File: src/ccis_pkg.sv
// Shared types and constants for the cubic-convolution image sampler.
// No dependencies.
package ccis_pkg;

    localparam int WEIGHT_BITS = 14;
    localparam int OUT_FRAC    = 8;
    localparam int OUT_W       = 26;
    localparam int PIX_W       = 16;
    localparam int CFG_W       = 9;
    localparam int ACC_W       = 52;
    localparam int PROD_W      = 48;

    localparam logic [0:0] CFG_IDX_WIDTH  = 1'b0;
    localparam logic [0:0] CFG_IDX_HEIGHT = 1'b1;

    localparam logic MODE_LOAD  = 1'b0;
    localparam logic MODE_QUERY = 1'b1;

    // One tap moving through the multiply/accumulate pipeline
    typedef struct packed {
        logic valid;
        logic in_range;
        logic first;
        logic last;
    } t_tap_ctl;

endpackage

File: src/ccis_weight.sv
// Kernel weight (a = -1) for one distance, rounded to Q2.14; three register stages.
// Depends on ccis_pkg.
module ccis_weight #(
    parameter int FRAC_BITS = 8
) (
    input  logic                 i_clk,
    input  logic                 i_en,
    input  logic [FRAC_BITS+1:0] i_dist,
    output logic signed [ccis_pkg::WEIGHT_BITS+2:0] o_weight
);
    localparam int TW  = FRAC_BITS + 2;
    localparam int NW  = 3 * FRAC_BITS + 6;
    localparam int SH  = 3 * FRAC_BITS - ccis_pkg::WEIGHT_BITS;
    localparam int OW  = ccis_pkg::WEIGHT_BITS + 3;
    localparam int NSH = (SH > 0) ? SH : 0;
    localparam int LSH = (SH < 0) ? -SH : 0;

    // stage 1: square
    logic [TW-1:0]     r_t1;
    logic [2*TW-1:0]   r_tt1;
    // stage 2: cube and squared term
    logic [TW-1:0]     r_t2;
    logic [2*TW-1:0]   r_tt2;
    logic [3*TW-1:0]   r_ttt2;
    // stage 3: polynomial and rounding
    logic signed [OW-1:0] r_w;
    logic signed [NW+4:0] n_num;
    logic signed [NW+4:0] s_f1, s_t, s_tt, s_ttt;

    always_ff @(posedge i_clk) begin
        if (i_en) begin
            r_t1   <= i_dist;
            r_tt1  <= i_dist * i_dist;
            r_t2   <= r_t1;
            r_tt2  <= r_tt1;
            r_ttt2 <= r_tt1 * {{(2*TW-TW){1'b0}}, r_t1};
            r_w    <= OW'((n_num + ((SH > 0) ? ((NW+5)'(1) <<< (NSH - 1)) : '0))
                          >>> NSH) <<< LSH;
        end
    end

    always_comb begin
        s_f1  = (NW+5)'(1) <<< FRAC_BITS;
        s_t   = (NW+5)'(r_t2);
        s_tt  = (NW+5)'(r_tt2);
        s_ttt = (NW+5)'(r_ttt2);
        if (r_t2 < TW'(1 << FRAC_BITS)) begin
            n_num = (s_f1 <<< (2 * FRAC_BITS)) - ((s_tt <<< FRAC_BITS) <<< 1) + s_ttt;
        end else if (r_t2 < TW'(2 << FRAC_BITS)) begin
            n_num = ((s_f1 <<< (2 * FRAC_BITS)) <<< 2) - ((s_t <<< (2 * FRAC_BITS)) <<< 3)
                  + ((s_tt <<< FRAC_BITS) <<< 2) + (s_tt <<< FRAC_BITS) - s_ttt;
        end else begin
            n_num = '0;
        end
    end

    assign o_weight = r_w;
endmodule

File: config.mk
export PLATFORM = sky130hd
export DESIGN_NAME = ccis_weight
export DESIGN_NICKNAME = d
export VERILOG_FILES = /design/src/ccis_pkg.sv /design/src/ccis_weight.sv
export SDC_FILE = /design/constraint.sdc
export NUM_CORES = 1
export LEC_CHECK = 0
export ABC_AREA = 1
export BUFFER_PORTS_ARGS = -buffer_cell sky130_fd_sc_hd__clkbuf_2
export CAP_MARGIN = 20
export CORE_ASPECT_RATIO = 0.6
export CORE_MARGIN = 8
export CORE_UTILIZATION = 35
export CTS_CLUSTER_SIZE = 12
export DETAILED_ROUTE_END_ITERATION = 16
export GPL_ROUTABILITY_DRIVEN = 0
export PLACE_DENSITY = 0.61
export RECOVER_POWER = 25
export SLEW_MARGIN = 20
export SYNTH_ARGS = -nofsm -noshare
export SYNTH_HDL_FRONTEND = slang
export SYNTH_SLANG_ARGS = --single-unit
File: constraint.sdc
create_clock -name i_clk -period 12.79 [get_ports i_clk]
set_input_delay 1.279 -clock i_clk [delete_from_list [all_inputs] [get_ports i_clk]]
set_output_delay 1.279 -clock i_clk [all_outputs]
set_load 0.005 [all_outputs]
# Word-level counts from Yosys, hierarchy flattened
# Cells that the tools add are included.
[word_totals]
register_bits = 103
latchBits = 0
ramBits = 0
mem_bits_ro = 0
inputBits = 12
output_inout_bits = 17
word_cells = 19
mem_count = 0
[classes]
addsub = 7
n_mul = 2
div = 0
n_lt_le_gt_ge = 2
eq_ne = 0
shift = 0
mux = 2
bitwise = 0
reduce_logical = 0
[ops]
columns = ["op", "count"]
rows = [
  ["adder 27 bit", 3],
  ["two-way mux 27 bit", 2],
  ["adder 27 x 10 -> 27 bit (second input constant)", 1],
  ["multiplier 20 x 10 -> 27 bit", 1],
  ["subtractor 25 x 27 -> 27 bit (first input constant)", 1],
  ["subtractor 27 bit", 1],
  ["subtractor 27 bit (first input constant)", 1],
  ["multiplier 10 x 10 -> 20 bit", 1],
  ["< comparator 10 bit (second input constant)", 1],
  ["< comparator 10 x 9 -> 1 bit (second input constant)", 1],
]

# Logic depth before layout (Yosys ltp)
[depth]
ltp_word = 7
ltp_mapped = 25
mapped_depth_nobuf = 25

# Worst setup path before layout
# OpenSTA, ideal clock, no wires.
[synth_timing]
kind = "in2reg"
start = "input i_dist[7]"
end = "register r_tt1[16], data pin"
t_arrival_ns = 5.613
t_required_ns = 12.530
setup_slack_ns = 6.918
cell_stages = 20
path_cell_list = "clkbuf_1 > nand2_1 > inv_1 > fa_1 > fa_1 > inv_1 > fa_1 > inv_1 > fa_1 > inv_1 > fa_1 > inv_1 > ha_1 > nand2_1 > o21ai_0 > a31oi_1 > o21ai_0 > nand2_1 > nand2_1 > xor2_1"
[synth_between]
elab_chain_len = 1
[synth_lines]
columns = ["item", "line_no", "rtl"]
rows = [
  ["start: declaration", "ccis_weight.sv:8", "input logic [FRAC_BITS+1:0] i_dist,"],
  ["multiplier 10 x 10 -> 20 bit", "ccis_weight.sv:33", "r_tt1 <= i_dist * i_dist;"],
  ["end signal: assignment", "ccis_weight.sv:33", ""],
  ["end: declaration", "ccis_weight.sv:20", "logic [2*TW-1:0] r_tt1;"],
]
# Every way passes these cells.
# A chain may end at the register's enable or synchronous reset.

# Final worst setup path
# Ends and elaborated chain as after synthesis.

==> results.sh <==
export IMPL_cts_sinks=98
export IMPL_rows=62
export IMPL_clock_latency_ns=0.37
export IMPL_synth_edf_count=98
export IMPL_rsz0062_at_grt="no"
export IMPL_tightestPinTransition_ns=1.64
export IMPL_cts_resized=0
export IMPL_wl_per_cell_um=15.2
export IMPL_pre_cts_ws_ns=6.51
export IMPL_io_pins=29
export IMPL_n_fill_cell=4965
export IMPL_die_w_um=301
export IMPL_yosysTopAreaCellShare_pct=24.1
export IMPL_worst_slack_ns=6.50
export IMPL_crit_path_end_kind="flop"
export IMPL_ctsHtreeMaxLevel=3
export IMPL_slew_headroom_pct=-9.01
export IMPL_final_min_clock_period_ns=6.29
export IMPL_finalSetupViolations=0
export IMPL_cts_root_buf="clkbuf_16"
export IMPL_rrSetupSlack_ns=6.72
export IMPL_hold_buffers=0
export IMPL_yosysWarnings=0
export IMPL_totalWireLength_um=43600
export IMPL_synth_async_sr_flop_share_pct=0
export IMPL_area_growth_pct=6.35
export IMPL_whs_path_depth=0
export IMPL_crit_path_cell_trace="clkbuf_1, nand2_1, inv_1, fa_1, fa_1, inv_1, fa_1, inv_1, fa_1, inv_1, fa_1, inv_1, ha_1, nand2_1, o21ai_0, a31oi_1, o21ai_0, nand2_1, nand2_1, xor2_1"
export IMPL_worst_path_max_delay_cell="clkbuf_1"
export IMPL_core_area_um2=47900
export IMPL_critical_path_max_stage_delay_ns=0.54
export IMPL_synth_seq_area_share_pct=17.3
export IMPL_drt_iter0_drc=1206
export IMPL_grt_pass1_vias=13400
export IMPL_cp_max_fo=13
export IMPL_cts_setup_buffers=0
export IMPL_hold_path_class="flop to flop"
export IMPL_port_buffers=28
export IMPL_cts_tree="built"
export IMPL_slew_viol_final=29
export IMPL_critPathKind="input port to flop"
export IMPL_dr_pass1_iters=6
export IMPL_yosys_area_top_type="fa_1"
export IMPL_die_y_um=187
export IMPL_regArea_um2=2940
export IMPL_grt_pass1_wl_um=70900
export IMPL_synth_cell_types=42
export IMPL_antenna_found_initial=0
export IMPL_ys_ff_latch=98
export IMPL_dp_hpwl_um=36700
export IMPL_nNetsFinal=2651
export IMPL_start_util_pct=35.5
export IMPL_diodes=0
export IMPL_violations="max-capacitance violations, max-slew violations"
export IMPL_synthCells=2238
export IMPL_critical_path_required_ns=12.90
export IMPL_cp_arrival_ns=6.40
export IMPL_fin_area_um2=18100
export IMPL_clockBufferDepth=2
export IMPL_rr_startpoint="r_t1[6]$_DFFE_PP_"
export IMPL_worstHoldStart="r_tt1[2]$_DFFE_PP_"
export IMPL_r2r_cells=22
export IMPL_die_area_um2=56200
export IMPL_multi_input_area_um2=11700
export IMPL_gr_total_overflow=0
export IMPL_via_per_inst=4.79
export IMPL_remaining_drc_errors=0
export IMPL_final_antenna_net_count=0
export IMPL_cts_inserted_buffers=9
export IMPL_syn_area_per_cell_um2=7.61
export IMPL_vias=13800
export IMPL_hold_violations=0
export IMPL_finalSetupTns_ns=0
export IMPL_drive_gt1_share_pct=3.53
export IMPL_grt_max_degree=72
export IMPL_fin_skew_ns=0.0158
export IMPL_grt_use_total_pct=15.5
export IMPL_syn_area_um2=17000
export IMPL_drv_cap=1
export IMPL_clk_pin_slew_ns=0.07
export IMPL_ys_flop_type="edfxtp_1"
export IMPL_synth_area_top_cells="fa_1 (24%), edfxtp_1 (17%), ha_1 (15%)"
export IMPL_placed_area_um2=17800
export IMPL_fin_crit_sh_pct=49.2
export IMPL_min_to="r_tt2[2]$_DFFE_PP_"
export IMPL_final_util_pct=37.8
export IMPL_status="complete, but fails checks"
export IMPL_rr_endpoint="r_ttt2[26]$_DFFE_PP_"
export IMPL_startpoint_type="input port"
export IMPL_fmax_mhz=159
-- worst max-delay path, delay by kind of cell --
kind / cells / cell delay (ns)
buffers and inverters: 6 / 0.85
adder cells (fa/ha/maj): 6 / 2.77
XOR/XNOR: 1 / 0.06
AND/OR/NAND/NOR: 4 / 0.45
AO/OA/AOI/OAI: 3 / 0.98
-- layout make-up --
| class | instances | area share [%] |
|---|---|---|
| tap | 640 | 4.42 |
| multi-input combinational | 1495 | 64.4 |
| sequential | 98 | 16.2 |
| timing repair buffer | 32 | 0.822 |
| inverter | 598 | 12.4 |
| clock buffer | 11 | 1.28 |
| clock inverter | 5 | 0.428 |
-- cell usage after synthesis (5+ instances only) --
master and count:
buf_1 10, nor2_2 10, inv_2 5, o21ai_1 7, nand2_2 18, nor2_1 85
nand2_1 614, clkbuf_1 40, nor3_1 7, nand4_1 25, nand3b_1 13, ha_1 200
xor2_1 38, a21oi_1 81, o21ai_0 25, fa_1 205, inv_1 592, edfxtp_1 98
nand3_1 88, xnor2_1 33
-- kinds of logic (layout without fill, tap and decap cells) --
family	Yosys count	in the layout	share of synthesized area (%)
other cells	2	6	0.0441
fa+ha+maj	405	405	38.8
flops	98	98	17.3
buf+inv	649	646	14.3
compound gates	134	134	4.26
simple gates	879	879	21.7
xor+xnor	71	71	3.65
-- worst max-delay path by stage --
stage	cells past startpoint	slack [ns]	endpoint	start
4_1_cts	23	6.90	r_ttt2[26]$_DFFE_PP_	r_t1[1]$_DFFE_PP_
6_report	20	6.50	r_tt1[16]$_DFFE_PP_	i_dist[7]
3_3_place_gp	20	6.60	r_tt1[16]$_DFFE_PP_	i_dist[7]
2_1_floorplan	20	6.92	r_tt1[16]$_DFFE_PP_	i_dist[7]
5_1_grt	20	6.30	r_tt1[16]$_DFFE_PP_	i_dist[7]
3_5_place_dp	20	6.51	r_tt1[16]$_DFFE_PP_	i_dist[7]
-- metal layers --
| metal | global-route usage (%) | share of wire, % | vias up |
|---|---|---|---|
| met3 | 4.02 | 9.5 | 28 |
| met1 | 24.9 | 52 | 6561 |
| li1 | - | - | 6700 |
| met4 | 2.35 | 0.72 | 0 |
| met2 | 20.4 | 38 | 491 |
| met5 | 0 | 0 | - |
-- state kept, by name, indices dropped and copies added (netlist names) --
register / count
o_weight: 17
r_t1: 10
r_t2: 9
r_tt1: 18
r_tt2: 17
r_ttt2: 27
-- metrics by stage --
stage / hold slack (ns) / instances
detailed placement: 0.781 / 2862
global route: 0.844 / 2879
global placement: 0.785 / 2862
floorplan: 0.424 / 2242
finish: 0.842 / 2879
CTS: 0.810 / 2878
-- layout by cell type, fill, tap and decap left out, types with 33 or more instances in the layout --
cell      Yosys  final
a21oi_1      81     81
edfxtp_1     98     98
fa_1        205    205
ha_1        200    200
inv_1       592    592
nand2_1     614    614
nand3_1      88     88
nor2_1       85     85
xnor2_1      33     33
xor2_1       38     38
Power is left out: the tool's default activity adds up to more than one toggle a clock period on the data nets, which glitch-free logic cannot reach.
